$ cat config.mk
export PLATFORM = sky130hd
export DESIGN_NAME = mdu_front
export DESIGN_NICKNAME = d
export VERILOG_FILES = /design/src/hdl/mdu_pkg.sv /design/src/hdl/mdu_front.sv
export SDC_FILE = /design/constraint.sdc
export NUM_CORES = 1
export LEC_CHECK = 0
export ABC_CLOCK_PERIOD_IN_PS = 20000
export CORE_MARGIN = 10
export CORE_UTILIZATION = 39
export DETAILED_ROUTE_END_ITERATION = 10
export DONT_BUFFER_PORTS = 1
export PLACE_DENSITY = 0.61
export SETUP_SLACK_MARGIN = 0.5
export SLEW_MARGIN = 20
export SYNTH_ARGS = -nofsm -noshare
export SYNTH_HDL_FRONTEND = slang
export SYNTH_SLANG_ARGS = --single-unit
$ cat constraint.sdc
create_clock -name vclk -period 20
set_input_delay 6 -clock vclk [all_inputs]
set_output_delay 6 -clock vclk [all_outputs]
set_load 0.005 [all_outputs]
$ cat src/hdl/mdu_pkg.sv
// Shared types, codes and helper functions for the multiply/divide unit.
// No dependencies; used by every mdu module except mdu_checker.
`default_nettype none

package mdu_pkg;

    typedef enum logic [1:0] {
        ACT_MULU = 2'd0,
        ACT_MULS = 2'd1,
        ACT_DIVU = 2'd2,
        ACT_DIVS = 2'd3
    } mdu_action_t;

    localparam logic [1:0] WSEL_8   = 2'd0;
    localparam logic [1:0] WSEL_16  = 2'd1;
    localparam logic [1:0] WSEL_32  = 2'd2;
    // spare select code, decodes as 32 bits
    localparam logic [1:0] WSEL_ALT = 2'd3;

    localparam int DIV_STEPS = 32;

    // control carried alongside the datapath
    typedef struct packed {
        logic        is_div;
        logic        is_signed;
        logic [1:0]  wsel;
        logic        pre_err;
        logic        neg_n;
        logic        neg_d;
        logic [31:0] raw_lo;
        logic [31:0] raw_hi;
    } mdu_ctl_t;

    // classified request, front to back
    typedef struct packed {
        mdu_ctl_t    ctl;
        logic [63:0] n;
        logic [31:0] d;
        logic [32:0] mul_a;
        logic [32:0] mul_b;
    } mdu_item_t;

    typedef struct packed {
        logic        valid;
        mdu_ctl_t    ctl;
        logic [63:0] acc;
        logic [31:0] d;
    } mdu_stage_t;

    function automatic logic [31:0] width_mask(input logic [1:0] wsel);
        logic [31:0] m;
        unique case (wsel)
            WSEL_8:  m = 32'h0000_00FF;
            WSEL_16: m = 32'h0000_FFFF;
            default: m = 32'hFFFF_FFFF;
        endcase
        return m;
    endfunction

    function automatic logic top_bit(input logic [31:0] x, input logic [1:0] wsel);
        logic b;
        unique case (wsel)
            WSEL_8:  b = x[7];
            WSEL_16: b = x[15];
            default: b = x[31];
        endcase
        return b;
    endfunction

    // one restoring step: acc = {partial remainder, dividend bits / quotient bits}
    function automatic logic [63:0] div_step(input logic [63:0] acc, input logic [31:0] d);
        logic [32:0] t;
        logic [32:0] diff;
        logic [63:0] r;
        t    = {acc[63:32], acc[31]};
        diff = t - {1'b0, d};
        if (t >= {1'b0, d}) begin
            r = {diff[31:0], acc[30:0], 1'b1};
        end else begin
            r = {t[31:0], acc[30:0], 1'b0};
        end
        return r;
    endfunction

endpackage

`default_nettype wire

$ cat src/hdl/mdu_front.sv
// Front end: masks operands to width, builds dividend/divisor magnitudes,
// flags zero divisor and early quotient overflow. Uses mdu_pkg.
`default_nettype none

module mdu_front
    import mdu_pkg::*;
(
    input  wire logic [1:0]  action,
    input  wire logic [1:0]  wsel,
    input  wire logic [31:0] src,
    input  wire logic [31:0] acc_lo,
    input  wire logic [31:0] acc_hi,
    output mdu_item_t        item
);

    logic [31:0] m;
    logic [31:0] s_m;
    logic [31:0] lo_m;
    logic [31:0] hi_m;
    logic [63:0] n_raw;
    logic [63:0] m2;
    logic [63:0] n_neg;
    logic [63:0] mag_n;
    logic [31:0] mag_d;
    logic        sgn;
    logic        neg_n;
    logic        neg_d;
    logic        n_top;

    always_comb begin
        m    = width_mask(wsel);
        s_m  = src & m;
        lo_m = acc_lo & m;
        hi_m = acc_hi & m;
        sgn  = (action == ACT_MULS) || (action == ACT_DIVS);
        unique case (wsel)
            WSEL_8: begin
                n_raw = {48'd0, hi_m[7:0], lo_m[7:0]};
                m2    = 64'h0000_0000_0000_FFFF;
                n_top = hi_m[7];
            end
            WSEL_16: begin
                n_raw = {32'd0, hi_m[15:0], lo_m[15:0]};
                m2    = 64'h0000_0000_FFFF_FFFF;
                n_top = hi_m[15];
            end
            default: begin
                n_raw = {hi_m, lo_m};
                m2    = 64'hFFFF_FFFF_FFFF_FFFF;
                n_top = hi_m[31];
            end
        endcase
        neg_n = sgn && n_top;
        neg_d = sgn && top_bit(s_m, wsel);
        n_neg = (~n_raw + 64'd1) & m2;
        mag_n = neg_n ? n_neg : n_raw;
        mag_d = neg_d ? ((~s_m + 32'd1) & m) : s_m;

        item.ctl.is_div    = action[1];
        item.ctl.is_signed = sgn;
        item.ctl.wsel      = wsel;
        // quotient must fit 32 bits before the 32-step divider can run
        item.ctl.pre_err   = (s_m == 32'd0) || (mag_n[63:32] >= mag_d);
        item.ctl.neg_n     = neg_n;
        item.ctl.neg_d     = neg_d;
        item.ctl.raw_lo    = acc_lo;
        item.ctl.raw_hi    = acc_hi;
        item.n             = mag_n;
        item.d             = mag_d;
        item.mul_a         = {sgn && top_bit(lo_m, wsel), lo_m};
        item.mul_b         = {sgn && top_bit(s_m, wsel), s_m};
        // sign extension above the width
        if (sgn && top_bit(lo_m, wsel)) begin
            item.mul_a = {1'b1, lo_m | ~m};
        end
        if (sgn && top_bit(s_m, wsel)) begin
            item.mul_b = {1'b1, s_m | ~m};
        end
    end

endmodule

`default_nettype wire

==> metrics.csv <==
stage,metric,value,unit
synth,syn_nets,984,
pwr,Lkg Pwr,0.002022,uW
sta,Worst slew margin,48.82,%
finish,clk_buf instances,0,
finish,register area,0,um^2
placement,gpl congestion,0.9215,
worst_setup_path,cell chain of the critical path,nand2b_1 -> o21ai_0 -> nor3_1 -> nand4b_2 -> o31ai_1 -> xnor2_1 -> and2_1 -> ha_1 -> nand4_1 -> nor2_1 -> nand3_1 -> a2111oi_0 -> o21ai_0 -> o211ai_1,
clocking,Resize count post-CTS,0,
global_route,largest net degree at the start of global routing,150,
synth,most frequent cell after synthesis,nand2_1,
finish,share of layout cells above drive strength 1,4.902,%
clocking,number of post-CTS setup repair buffers,0,
worst_setup_path,kind of critical path,input pin to output pin,
worst_setup_path,critical path's top delay family,simple AND/OR/NAND/NOR gates,
synth,Unique masters post-synth,60,
pwr,PwrDens,25.43,nW/um^2
pwr,peak supply drop,0.007196,mV
placement,Post-DP HPWL,17.75,mm
worst_setup_path,Worst EP arrival,9.93,ns
finish,final core occ,35.11,%
global_route,GRT Total Usage,21.03,%
worst_setup_path,Worst EP required,14.00,ns
sta,period utilization,79.67,%
synth,syn avg cell area,6.408,um^2
global_route,antenna violations before repair,1,
global_route,vias in the first global route,5457,
sta,RSZ-0062 raised after global routing,false,
finish,Synth-to-Final Area Change,-11.21,%
outcome,status,completed,
synth,post-synth top area cell,buf_4,
routing,drt pass-1 iters,5,
synth,mapped cell area,5446,um^2
worst_setup_path,"Top cell by count, worst path",o21ai_0,
worst_setup_path,"Slowest-stage cell, CP",nor3_1,
finish,Seq cells,0,
routing,DR vias/cell,6.206,
floorplan,die area,19090,um^2
synth,yosys synthesis warning count,0,
worst_hold_path,Tightest Hold Check Type,input pin to output pin,
worst_setup_path,worst path bufs/invs,0,
worst_setup_path,Critical Path Source Type,input pin,
sta,max frequency,62.76,MHz
placement,placed cell count,894,
floorplan,starting density of the core,39.54,%
sta,Max Slew Vio Count,0,
routing,Vias,5554,
global_route,global route overflow,0,
finish,# nets final,850,
floorplan,Core Area,13770,um^2
routing,routed len/inst,24.44,um
synth,post-synthesis sequential area ratio,0,%
synth,commonest cells in the netlist,"nand2_1, buf_4, xnor2_1",
finish,final non-filler cell total,895,
synth,Post-Syn Instances,850,
synth,Synth area leaders,"buf_4, xnor2_1, nand2_1, ha_1, o21ai_0",
routing,final wirelength,21.87,mm
sta,post-route minimum period,15.93,ns
worst_setup_path,critical path peak fanout,149,
global_route,first-pass GRT wire length,34.02,mm
run,max cap viols,0,
floorplan,Chip Height,138.2,um
sta,final hold viol count,0,
floorplan,io pins,333,
routing,DRT iter0 DRCs,511,
routing,antenna-violating nets left,0,
synth,top cell type's share of synthesized area,12.41,%
worst_setup_path,crit end category,output pin,
sta,slew at the pin closest to its max-slew limit,0.7596,ns
floorplan,DIE WIDTH,138.2,um
placement,I/O Buffers,0,
clocking,"Hold-fix buffers, CTS",0,
sta,Final TNS setup,0,ns
sta,endpoints failing setup,0,
floorplan,num rows,43,
routing,DRC Markers,0,
worst_setup_path,largest stage delay on the critical path,0.64,ns
[logic make-up (layout without fill, tap and decap cells)]
logic type / Yosys count / in the layout / synth area share, %
simple gates: 343 / 343 / 31.86
compound gates: 197 / 197 / 25.29
buf+inv: 175 / 39 / 18.49
xor+xnor: 94 / 94 / 15.12
fa+ha+maj: 34 / 34 / 7.811
mux: 7 / 7 / 1.424
other cells: 0 / 1 / 0
[report_power, final]
part | internal [uW] | switching (uW)
logic | 50.2 | 72.8
clock network | 0.00000669 | 0
registers | 0 | 0
[path summary, 6_finish.rpt]
kind | startpoint | cells after the start | end | slack (ns)
hold / removal | src[1] | 0 | item[1] | 12.00
setup / recovery | wsel[1] | 14 | item[228] | 4.07
[final cells by class]
type / instances / area (um^2)
Fill cell: 1551 / 8937
Antenna cell: 1 / 2.502
Inverter: 33 / 123.9
Tap cell: 180 / 225.2
Timing Repair Buffer: 6 / 45.04
Multi-Input combinational cell: 675 / 4439
[per-layer routing]
| metal | part of all wire [%] | vias up | GRT usage, % |
|---|---|---|---|
| li1 | - | 2592 | - |
| met1 | 41 | 2607 | 25.22 |
| met2 | 48 | 326 | 37.07 |
| met3 | 9.8 | 29 | 6.164 |
| met4 | 1.1 | 0 | 2.386 |
| met5 | 0 | - | 0 |
[cell usage in the layout (no fill, tap or decap), types with 8 or more instances in the layout]
cell and count:
inv_1 32, nor4_1 16, ha_1 34, and2_1 36, nor3_1 17, nand2b_1 21
nor2b_1 9, a22o_1 11, nand2_1 133, a21o_1 17, o31ai_1 21, o21ai_0 57
nand4_1 8, xor2_1 32, a21oi_1 31, nand3_1 16, xnor2_1 62, or3_1 16
nor2_1 44
[stage by stage]
stage                     hold WS (ns)  total power, uW  setup slack (ns)  area, um^2
final                            12.00            123.0             4.065        4836
after floorplan                  12.06            116.7             4.857        5446
after global routing             12.00            138.9             3.737        4836
after CTS                        12.00            124.8             4.202        4833
after global placement           12.00            123.1             4.343        4833
after detailed placement         12.00            124.1             4.227        4833
Power figures use the tool's default switching activity.
