### config.mk
export PLATFORM = sky130hd
export DESIGN_NAME = mdu_queue
export DESIGN_NICKNAME = d
export VERILOG_FILES = /design/src/hdl/mdu_pkg.sv /design/src/hdl/mdu_queue.sv
export SDC_FILE = /design/constraint.sdc
export NUM_CORES = 1
export LEC_CHECK = 0
export BUFFER_PORTS_ARGS = -buffer_cell sky130_fd_sc_hd__buf_2
export CAP_MARGIN = 15
export CORE_ASPECT_RATIO = 1.25
export CORE_MARGIN = 5
export CORE_UTILIZATION = 45
export DETAILED_ROUTE_END_ITERATION = 7
export PLACE_DENSITY_LB_ADDON = 0.08
export SYNTH_ARGS = -nofsm -noshare
export SYNTH_HDL_FRONTEND = slang
export SYNTH_SLANG_ARGS = --single-unit
### constraint.sdc
create_clock -name aclk -period 16.8 [get_ports aclk]
set_clock_uncertainty 0.15 [all_clocks]
set_input_delay 3.36 -clock aclk [delete_from_list [all_inputs] [get_ports aclk]]
set_output_delay 3.36 -clock aclk [all_outputs]
set_load 0.03 [all_outputs]
### src/hdl/mdu_pkg.sv
// Shared types, codes and helper functions for the multiply/divide unit.
// No dependencies; used by every mdu module except mdu_checker.
`default_nettype none

package mdu_pkg;

    typedef enum logic [1:0] {
        ACT_MULU = 2'd0,
        ACT_MULS = 2'd1,
        ACT_DIVU = 2'd2,
        ACT_DIVS = 2'd3
    } mdu_action_t;

    localparam logic [1:0] WSEL_8   = 2'd0;
    localparam logic [1:0] WSEL_16  = 2'd1;
    localparam logic [1:0] WSEL_32  = 2'd2;
    // spare select code, decodes as 32 bits
    localparam logic [1:0] WSEL_ALT = 2'd3;

    localparam int DIV_STEPS = 32;

    // control carried alongside the datapath
    typedef struct packed {
        logic        is_div;
        logic        is_signed;
        logic [1:0]  wsel;
        logic        pre_err;
        logic        neg_n;
        logic        neg_d;
        logic [31:0] raw_lo;
        logic [31:0] raw_hi;
    } mdu_ctl_t;

    // classified request, front to back
    typedef struct packed {
        mdu_ctl_t    ctl;
        logic [63:0] n;
        logic [31:0] d;
        logic [32:0] mul_a;
        logic [32:0] mul_b;
    } mdu_item_t;

    typedef struct packed {
        logic        valid;
        mdu_ctl_t    ctl;
        logic [63:0] acc;
        logic [31:0] d;
    } mdu_stage_t;

    function automatic logic [31:0] width_mask(input logic [1:0] wsel);
        logic [31:0] m;
        unique case (wsel)
            WSEL_8:  m = 32'h0000_00FF;
            WSEL_16: m = 32'h0000_FFFF;
            default: m = 32'hFFFF_FFFF;
        endcase
        return m;
    endfunction

    function automatic logic top_bit(input logic [31:0] x, input logic [1:0] wsel);
        logic b;
        unique case (wsel)
            WSEL_8:  b = x[7];
            WSEL_16: b = x[15];
            default: b = x[31];
        endcase
        return b;
    endfunction

    // one restoring step: acc = {partial remainder, dividend bits / quotient bits}
    function automatic logic [63:0] div_step(input logic [63:0] acc, input logic [31:0] d);
        logic [32:0] t;
        logic [32:0] diff;
        logic [63:0] r;
        t    = {acc[63:32], acc[31]};
        diff = t - {1'b0, d};
        if (t >= {1'b0, d}) begin
            r = {diff[31:0], acc[30:0], 1'b1};
        end else begin
            r = {t[31:0], acc[30:0], 1'b0};
        end
        return r;
    endfunction

endpackage

`default_nettype wire

### src/hdl/mdu_queue.sv
// Two-entry request queue between front and back end.
// Uses mdu_pkg for the item type.
`default_nettype none

module mdu_queue
    import mdu_pkg::*;
(
    input  wire logic      aclk,
    input  wire logic      aresetn,
    input  wire logic      wr_en,
    input  mdu_item_t      wr_item,
    output logic           full,
    input  wire logic      rd_en,
    output logic           rd_valid,
    output mdu_item_t      rd_item
);

    mdu_item_t   slot_reg [0:1];
    logic        wr_ptr_reg;
    logic        wr_ptr_next;
    logic        rd_ptr_reg;
    logic        rd_ptr_next;
    logic [1:0]  count_reg;
    logic [1:0]  count_next;
    logic        do_wr;
    logic        do_rd;

    assign full     = (count_reg == 2'd2);
    assign rd_valid = (count_reg != 2'd0);
    assign rd_item  = slot_reg[rd_ptr_reg];
    assign do_wr    = wr_en && !full;
    assign do_rd    = rd_en && rd_valid;

    always_comb begin
        wr_ptr_next = do_wr ? ~wr_ptr_reg : wr_ptr_reg;
        rd_ptr_next = do_rd ? ~rd_ptr_reg : rd_ptr_reg;
        count_next  = count_reg + {1'b0, do_wr} - {1'b0, do_rd};
    end

    always_ff @(posedge aclk) begin
        if (!aresetn) begin
            wr_ptr_reg <= 1'b0;
            rd_ptr_reg <= 1'b0;
            count_reg  <= 2'd0;
        end else begin
            wr_ptr_reg <= wr_ptr_next;
            rd_ptr_reg <= rd_ptr_next;
            count_reg  <= count_next;
        end
    end

    always_ff @(posedge aclk) begin
        if (do_wr) begin
            slot_reg[wr_ptr_reg] <= wr_item;
        end
    end

endmodule

`default_nettype wire

==> flow_summary.json, run 1 <==
{
  "postRouteAntennaNets": 0,
  "drt_pre_antenna_iters": 4,
  "hold_violations": 0,
  "totalWireLength_um": 38500,
  "grt_max_degree": 120,
  "wl_per_cell_um": 21.4,
  "gr-usage-all-layers_pct": 16.8,
  "yosysSeqAreaShare_pct": 79.4,
  "synthesis.nets": 990,
  "num_rows": 81,
  "fin_crit_sh_pct": 39.3,
  "hp-class": "reg2reg",
  "core_area_um2": 39000,
  "rsz0062_at_grt": "no",
  "vias_per_cell": 4.87,
  "syn_inst": 751,
  "setup_viol": 0,
  "synth.top_cell.area_share_pct": 78.9,
  "clk_latency_ns": 0.53,
  "met2_usage_pct": 30.0,
  "grtUsageMet3_pct": 6.62,
  "ctsHoldBuffers": 0,
  "antenna_found_initial": 17,
  "yosys-top-cells-area": "edfxtp_1 (79%), mux2_4 (14%), mux2_2 (4.0%)",
  "cts_sinks": 471,
  "cp.arrival_ns": 3.09,
  "gp_congestion": 0.735,
  "ys.warnings.count": 0,
  "fillCellCount": 3072,
  "worstHoldStart": "rd_ptr_reg$_SDFFE_PN0P_",
  "crit_path_start_kind": "flip-flop",
  "max_cap_viol_count": 0,
  "met1_usage_pct": 18.2,
  "ys_seq_elements": 471,
  "layout_common_cells": "buf_2 (471), edfxtp_1 (466), mux2_4 (170), mux2_2 (63), clkbuf_16 (45)",
  "p_leak_nw": 8.51,
  "grt_pass1_vias": 9253,
  "slew-limit-headroom_pct": 28.1,
  "outcome": "finished, final reports clean",
  "hold_path_depth": 2,
  "pwr_density_cell_nw_per_um2": 163,
  "cts_root_buf": "clkbuf_16",
  "multi_input_area_um2": 3400,
  "cp_max_fo": 60,
  "cts_buffer_depth": 3,
  "setup_ws_ns": 10.20,
  "rr_endpoint": "slot_reg[1][26]$_DFFE_PP_",
  "drc": 0,
  "drt_iter0_drc": 413,
  "drv_slew": 0,
  "timing.fmax_mhz": 151,
  "peakVddDrop_mv": 0.131,
  "grt_pass1_wl_um": 55400,
  "clk_pin_slew_ns": 0.06,
  "dieHeight_um": 232,
  "die_w_um": 188,
  "top_usage_layer": "met2",
  "cts_tree": "done",
  "cp.required_ns": 13.29,
  "io_pins": 472,
  "postCtsResizedCells": 0,
  "rrSetupSlack_ns": 13.19,
  "syn_to_final_growth_pct": 23.9,
  "hpwl_um": 26500,
  "initial_utilization_pct": 45.5,
  "dieArea_um2": 43500,
  "seq_area_um2": 14100,
  "grt-ovfl-total": 0,
  "fin_crit_ns": 6.60,
  "numPortBuffers": 471,
  "worst_pin_slew_ns": 1.08,
  "fin_setup_tns_ns": 0,
  "final_common_cell": "buf_2",
  "end_kind": "primary output",
  "netlist_area_um2": 17700,
  "largest_reg_flops": 466,
  "path_class": "reg2out",
  "cts_made_buffers": 45,
  "h-tree-depth": 2,
  "r2r_start": "count_reg[0]$_SDFF_PN0_",
  "syn_avg_cell_area_um2": 23.6,
  "pre_cts_slack_ns": 10.21,
  "yosysUniqueCellTypes": 18,
  "reg2reg_depth": 4,
  "dr_total_vias": 8733,
  "drive_gt1_share_pct": 60.6,
  "synth_top_cell_by_area": "edfxtp_1",
  "worstHoldEndpoint": "rd_ptr_reg$_SDFFE_PN0P_",
  "nNetsFinal": 1491,
  "post-cts-setup-buffer-count": 0
}
-- final cells by class --
cell class	instances	share of cell area [%]
Multi-Input combinational cell	251	15.5
Clock buffer	53	5.26
Sequential cell	471	64.1
Inverter	3	0.0512
Clock inverter	28	1.05
Antenna cell	11	0.125
Tap cell	498	2.83
Timing Repair Buffer	480	11.1
-- metrics by stage --
stage	instances	hold slack, ns	power [mW]	instance area, um^2	utilization [%]
after floorplan	751	0.305	2.42	17700	-
after global placement	1703	0.346	2.66	20600	52.7
after detailed placement	1703	0.358	2.66	20600	52.7
after CTS	1784	0.373	3.63	22000	56.3
after global routing	1792	0.411	3.72	22000	56.3
final	1795	0.368	3.58	22000	56.3
-- routing by layer --
layer | vias to the layer above | share of wire (%)
li1 | 4005 | -
met3 | 84 | 8.7
met4 | 16 | 2.9
met5 | - | 0.27
met2 | 328 | 52
met1 | 4300 | 36
-- worst max-delay path by stage --
stage | to | slack, ns | cells past startpoint | from
final | rd_item[121] | 10.20 | 3 | flip-flop
after global routing | rd_item[84] | 10.0 | 3 | flip-flop
after CTS | rd_item[84] | 10.09 | 3 | flip-flop
after detailed placement | slot_reg[1][44]$_DFFE_PP_ | 10.21 | 4 | wr_en
after global placement | slot_reg[1][81]$_DFFE_PP_ | 10.20 | 4 | wr_en
after floorplan | slot_reg[0][0]$_DFFE_PP_ | 2.71 | 2 | wr_en
-- synthesized netlist by cell type --
master / instances
mux2_2: 63
o21a_1: 1
nand2b_1: 2
nand2_1: 2
ha_1: 2
mux2_4: 170
and2_1: 1
inv_1: 3
and3_1: 1
dfxtp_1: 5
or2_2: 1
buf_6: 20
buf_2: 6
mux2i_1: 1
xnor2_1: 2
xor2_1: 1
nor2_1: 4
edfxtp_1: 466
-- worst max-delay path, stage by stage, from the launching register on --
cell	delay, ns
dfxtp_4	0.98
buf_4	0.95
mux2_4	0.38
buf_2	0.18
-- power breakdown --
group,total [mW],internal [mW],switching (mW)
Combinational,1.08,0.405,0.678
Sequential,1.53,1.48,0.0549
Clock,0.960,0.552,0.408
-- logic make-up after synthesis --
logic type | synth area share [%]
and+or+nand+nor | 0.303
buffers and inverters | 1.50
xor gates and xnor gates | 0.148
adders and majority gates | 0.141
DFF | 79.4
AOI/OAI and AO/OA | 0.0423
muxes | 18.4
No activity file was read; power rests on OpenSTA's default activity.
==> inputs of run 2 (changes only) <==
--- a/config.mk
+++ b/config.mk
@@ -5,6 +5,7 @@
 export SDC_FILE = /design/constraint.sdc
 export NUM_CORES = 1
 export LEC_CHECK = 0
+export ABC_AREA = 1
 export BUFFER_PORTS_ARGS = -buffer_cell sky130_fd_sc_hd__buf_2
 export CAP_MARGIN = 15
 export CORE_ASPECT_RATIO = 1.25
==> constraint.sdc (replaced) <==
create_clock -name aclk -period 5.4 [get_ports aclk]
set_clock_uncertainty 0.15 [all_clocks]
set_input_delay 1.08 -clock aclk [delete_from_list [all_inputs] [get_ports aclk]]
set_output_delay 1.08 -clock aclk [all_outputs]
set_load 0.03 [all_outputs]
==> flow_summary.json, run 2 <==
{
  "setup_viol": 0,
  "placed_cells": 1717,
  "synth-edff-count": 466,
  "slew-limit-headroom_pct": 35.6,
  "syn_to_final_growth_pct": 25.0,
  "h-tree-depth": 2,
  "totalWireLength_um": 39700,
  "num_rows": 81,
  "p_sw_share_pct": 31.7,
  "yosysSeqAreaShare_pct": 79.4,
  "cts_tree": "done",
  "grt-ovfl-total": 0,
  "synth-compound-area-share_pct": 0.0564,
  "place_area_um2": 20700,
  "fin_crit_sh_pct": 72.7,
  "dieHeight_um": 232,
  "combinationalPowerShare_pct": 29.5,
  "dr_total_vias": 8851,
  "netlist_area_um2": 17800,
  "cts_root_buf": "clkbuf_16",
  "synth.top_cell.area_share_pct": 78.8,
  "drive_gt1_share_pct": 59.8,
  "ctsHoldBuffers": 0,
  "cts_made_buffers": 47,
  "p_leak_nw": 8.61,
  "drt_iter0_drc": 336,
  "rsz0062_at_grt": "no",
  "pwr_density_cell_nw_per_um2": 508,
  "yosys.area_share.simple_pct": 0.444,
  "synth_top_cell_by_area": "edfxtp_1",
  "core_area_um2": 39100,
  "cp_max_fo": 58,
  "clkPwrFrac_pct": 27.9,
  "final_common_cell": "buf_2",
  "outcome": "finished, final reports clean",
  "synthesis.nets": 1001,
  "synth_common_cells": "edfxtp_1 (466), mux2_4 (170), mux2_2 (63)",
  "yosys-top-cells-area": "edfxtp_1 (79%), mux2_4 (14%), mux2_2 (4.0%)",
  "synth_top_family_by_area": "multiplexers",
  "fin_setup_tns_ns": 0,
  "wl_per_cell_um": 21.9,
  "pre_cts_slack_ns": 2.04,
  "async_reset_ff_share_pct": 0,
  "final_cells": 1811,
  "synthMostInstantiatedCell": "edfxtp_1",
  "syn_avg_cell_area_um2": 23.3,
  "hp-class": "reg2reg",
  "cts_buffer_depth": 3,
  "setup_ws_ns": 1.47,
  "power_frac_seq_pct": 42.6,
  "max_cap_viol_count": 0,
  "layout_common_cells": "buf_2 (471), edfxtp_1 (466), mux2_4 (170), mux2_2 (63), clkbuf_16 (49)",
  "internal_power_mw": 7.70,
  "path_class": "reg2out",
  "post-route-util_pct": 56.7,
  "vias_per_cell": 4.89,
  "drc": 0,
  "finalPower_mw": 11.3,
  "p_sw_mw": 3.57,
  "peakVddDrop_mv": 0.336,
  "gr-usage-all-layers_pct": 17.4,
  "timing.fmax_mhz": 255,
  "ys_seq_elements": 471,
  "cp.required_ns": 4.17,
  "largest_reg_flops": 466,
  "dieArea_um2": 43600,
  "end_kind": "primary output",
  "hold_violations": 0,
  "io_pins": 472,
  "postRouteAntennaNets": 0,
  "grt_pass1_wl_um": 57100,
  "drv_slew": 0,
  "die_w_um": 188,
  "grt_pass1_vias": 9406,
  "ys.warnings.count": 0,
  "syn_inst": 762,
  "holdWs_ns": 0.358,
  "synthFlopType": "edfxtp_1",
  "fillCellCount": 3079,
  "worst_pin_slew_ns": 0.966,
  "nNetsFinal": 1507,
  "synth_xor_area_share_pct": 0,
  "cts_sinks": 471,
  "yosysUniqueCellTypes": 12,
  "grt_max_degree": 96,
  "gp_congestion": 0.761,
  "crit_path_start_kind": "flip-flop",
  "synth_mux_area_share_pct": 18.4,
  "postCtsResizedCells": 0,
  "cp.arrival_ns": 2.70,
  "hpwl_um": 27800,
  "clk_latency_ns": 0.54,
  "antenna_found_initial": 13,
  "synthAdderAreaFrac_pct": 0.141,
  "fin_crit_ns": 3.93,
  "post-cts-setup-buffer-count": 0,
  "clk_pin_slew_ns": 0.06,
  "initial_utilization_pct": 45.4,
  "drt_pre_antenna_iters": 4,
  "final_area_um2": 22200,
  "numPortBuffers": 471
}
-- run 2: cell count changes after synthesis, sizes merged, moves of 3 or more --
cell / previous run / this run
inv: 3 / 8
nor2: 4 / 8
nand3: 0 / 3
nand2: 2 / 9
-- run 2: area by class of cell --
class                           instances  area [um^2]  area share [%]
Multi-Input combinational cell        257         3380            15.2
Inverter                                8         33.8           0.152
Timing Repair Buffer                  483         2550            11.5
Sequential cell                       471        14100            63.5
Clock inverter                         29          238            1.07
Antenna cell                            8         20.0          0.0902
Clock buffer                           57         1260            5.66
Tap cell                              498          623            2.81
-- run 2: power by group through the flow --
stage                     sequential [mW]  combinational (mW)  clock, mW
final                                4.80                3.32       3.14
after floorplan                      4.85                2.53          0
after global routing                 4.85                3.49       3.40
after detailed placement             4.89                3.38          0
after CTS                            4.81                3.38       3.23
after global placement               4.87                3.37          0
-- run 2: critical path: stages, from the launching register on --
cell and delay (ns):
dfxtp_4 0.96, buf_12 0.46, mux2_2 0.39, buf_2 0.19
-- run 2: path summary, 6_finish.rpt --
kind	cells past startpoint	start	to	slack, ns
setup reg to reg	4	count_reg[1]$_SDFF_PN0_	slot_reg[1][225]$_DFFE_PP_	3.06
hold / removal	2	rd_ptr_reg$_SDFFE_PN0P_	rd_ptr_reg$_SDFFE_PN0P_	0.36
hold reg to reg	2	rd_ptr_reg$_SDFFE_PN0P_	rd_ptr_reg$_SDFFE_PN0P_	0.36
setup / recovery	3	flip-flop	rd_item[7]	1.47
-- run 2: metal layers --
metal	share of wire (%)	track usage, %	vias up	wire length [um]
met2	53	31.0	342	20900
met3	8.9	6.83	74	3550
li1	-	-	4058	-
met5	0.14	0	-	54
met1	36	19.0	4367	14100
met4	2.7	5.94	10	1090
-- run 2: logic make-up after synthesis --
| kind of cell | count (synthesis) |
|---|---|
| adder cells (fa/ha/maj) | 2 |
| multiplexers | 233 |
| buffers and inverters | 34 |
| AO/OA/AOI/OAI | 2 |
| flip-flops | 471 |
| AND/OR/NAND/NOR | 20 |
==> inputs of run 3 (changes only) <==
--- a/config.mk
+++ b/config.mk
@@ -5,7 +5,7 @@
 export SDC_FILE = /design/constraint.sdc
 export NUM_CORES = 1
 export LEC_CHECK = 0
-export ABC_AREA = 1
+export ABC_AREA = 0
 export BUFFER_PORTS_ARGS = -buffer_cell sky130_fd_sc_hd__buf_2
 export CAP_MARGIN = 15
 export CORE_ASPECT_RATIO = 1.25
==> constraint.sdc (replaced) <==
create_clock -name aclk -period 4.05 [get_ports aclk]
set_clock_uncertainty 0.15 [all_clocks]
set_input_delay 0.81 -clock aclk [delete_from_list [all_inputs] [get_ports aclk]]
set_output_delay 0.81 -clock aclk [all_outputs]
set_load 0.03 [all_outputs]
==> flow_summary.json, run 3 (synthesis gave the netlist of run 1 again) <==
{
  "outcome": "finished, final reports clean",
  "syn_to_final_growth_pct": 25.0,
  "p_leak_nw": 8.58,
  "highest-signal-layer": "met5",
  "clk_pin_slew_ns": 0.06,
  "ctsHoldBuffers": 0,
  "grt_pass1_wl_um": 56500,
  "cts_buffer_depth": 3,
  "dieHeight_um": 232,
  "grt_max_degree": 117,
  "gp_congestion": 0.757,
  "postRouteAntennaNets": 0,
  "antenna_found_initial": 16,
  "finalPower_mw": 14.9,
  "io_pins": 472,
  "nNetsFinal": 1498,
  "drt_iter0_drc": 479,
  "final_common_cell": "buf_2",
  "final_cells": 1796,
  "cts_sinks": 471,
  "num_rows": 81,
  "drc": 0,
  "drt_pre_antenna_iters": 5,
  "max_cap_viol_count": 0,
  "crit_chain": "buf_12, mux2_4, buf_2",
  "cts_tree": "done",
  "end_kind": "primary output",
  "gr-usage-all-layers_pct": 17.1,
  "hpwl_um": 27100,
  "drive_gt1_share_pct": 60.6,
  "dieArea_um2": 43500,
  "fin_crit_ns": 3.25,
  "largest_reg_flops": 466,
  "wl_met2_um": 19800,
  "rsz0062_at_grt": "no",
  "hp-class": "in2reg",
  "cp_max_fo": 54,
  "cp.arrival_ns": 2.29,
  "crit_family": "flip-flops",
  "dr_total_vias": 8696,
  "initial_utilization_pct": 45.5,
  "rrSetupSlack_ns": 1.73,
  "timing.fmax_mhz": 308,
  "fillCellCount": 3081,
  "final_area_um2": 22200,
  "grt_pass1_vias": 9186,
  "holdWs_ns": 0.299,
  "layout_common_cells": "buf_2 (471), edfxtp_1 (466), mux2_4 (170), mux2_2 (63), clkbuf_16 (47)",
  "grt-ovfl-total": 0,
  "post-cts-setup-buffer-count": 0,
  "wl_per_cell_um": 21.6,
  "cts_made_buffers": 46,
  "place_area_um2": 20700,
  "fin_crit_sh_pct": 80.2,
  "numPortBuffers": 471,
  "h-tree-depth": 2,
  "cts_root_buf": "clkbuf_16",
  "totalWireLength_um": 38700,
  "slew-limit-headroom_pct": 43.6,
  "pwr_density_cell_nw_per_um2": 674,
  "crit_path_start_kind": "flip-flop",
  "wl_met1_um": 14400,
  "hold_violations": 0,
  "postCtsResizedCells": 0,
  "worst_pin_slew_ns": 0.846,
  "wl_met3_um": 3430,
  "setup_viol": 0,
  "clk_latency_ns": 0.53,
  "drv_slew": 0,
  "cp_slowest_cell": "dfxtp_4",
  "max_stage_delay_ns": 0.73,
  "peakVddDrop_mv": 0.506,
  "cp_num_buf_inv": 2,
  "core_area_um2": 39000,
  "path_class": "reg2out",
  "die_w_um": 188,
  "placed_cells": 1709,
  "vias_per_cell": 4.84,
  "cp.required_ns": 3.09
}
run 3: cell types whose count changed in the layout (fill, tap and decap cells not counted), moves of 3 or more:
| cell | previous run | this run |
|---|---|---|
| clkbuf_1 | 8 | 12 |
| clkinv_1 | 16 | 10 |
| nand2_1 | 9 | 1 |
| nor2_1 | 7 | 3 |
| nand3_1 | 3 | 0 |
| inv_1 | 7 | 3 |
run 3: report_power, final:
part           total [mW]  switching (mW)  leakage [nW]  internal [mW]
combinational        4.57            2.85          3.50           1.72
sequential           6.32           0.196          4.40           6.12
clock                4.06            1.68         0.690           2.38
total                14.9            4.73          8.58           10.2
run 3: worst reg2reg max path, cell delays in order (launching register included):
cell      delay, ns
dfxtp_1        0.36
nand2b_1       0.27
and3_4         0.80
buf_12         0.34
run 3: cell type report:
cell class                 count  area [um^2]  share of cell area, %
antenna                        7         17.5                 0.0790
clock buffer                  59         1220                   5.51
clock inverter                21          203                  0.914
inverter                       3         11.3                 0.0508
multi-input combinational    251         3410                   15.4
sequential                   471        14100                   63.6
tap                          498          623                   2.81
timing repair buffer         486         2590                   11.7
run 3: path summary, 6_finish.rpt:
check,startpoint,to,cells after the start
worst max register to register,count_reg[0]$_SDFF_PN0_,slot_reg[1][196]$_DFFE_PP_,3
worst min-delay path,wr_item[82],slot_reg[1][82]$_DFFE_PP_,1
worst min register to register,rd_ptr_reg$_SDFFE_PN0P_,rd_ptr_reg$_SDFFE_PN0P_,2
worst max-delay path,flip-flop,rd_item[223],3
run 3: routing by layer:
| metal | global-route usage (%) | vias up |
|---|---|---|
| met4 | 5.55 | 12 |
| met1 | 19.6 | 4288 |
| met5 | 0 | - |
| met2 | 29.5 | 326 |
| li1 | - | 4009 |
| met3 | 6.86 | 61 |
run 3: metrics by stage:
step                setup TNS, ns  utilization [%]  worst slack [ns]
global placement                0             53.2              1.34
floorplan                 -236.94                -            -0.821
CTS                             0             56.8             0.729
detailed placement              0             53.2              1.32
global route                    0             56.8             0.686
finish                          0             56.8             0.802
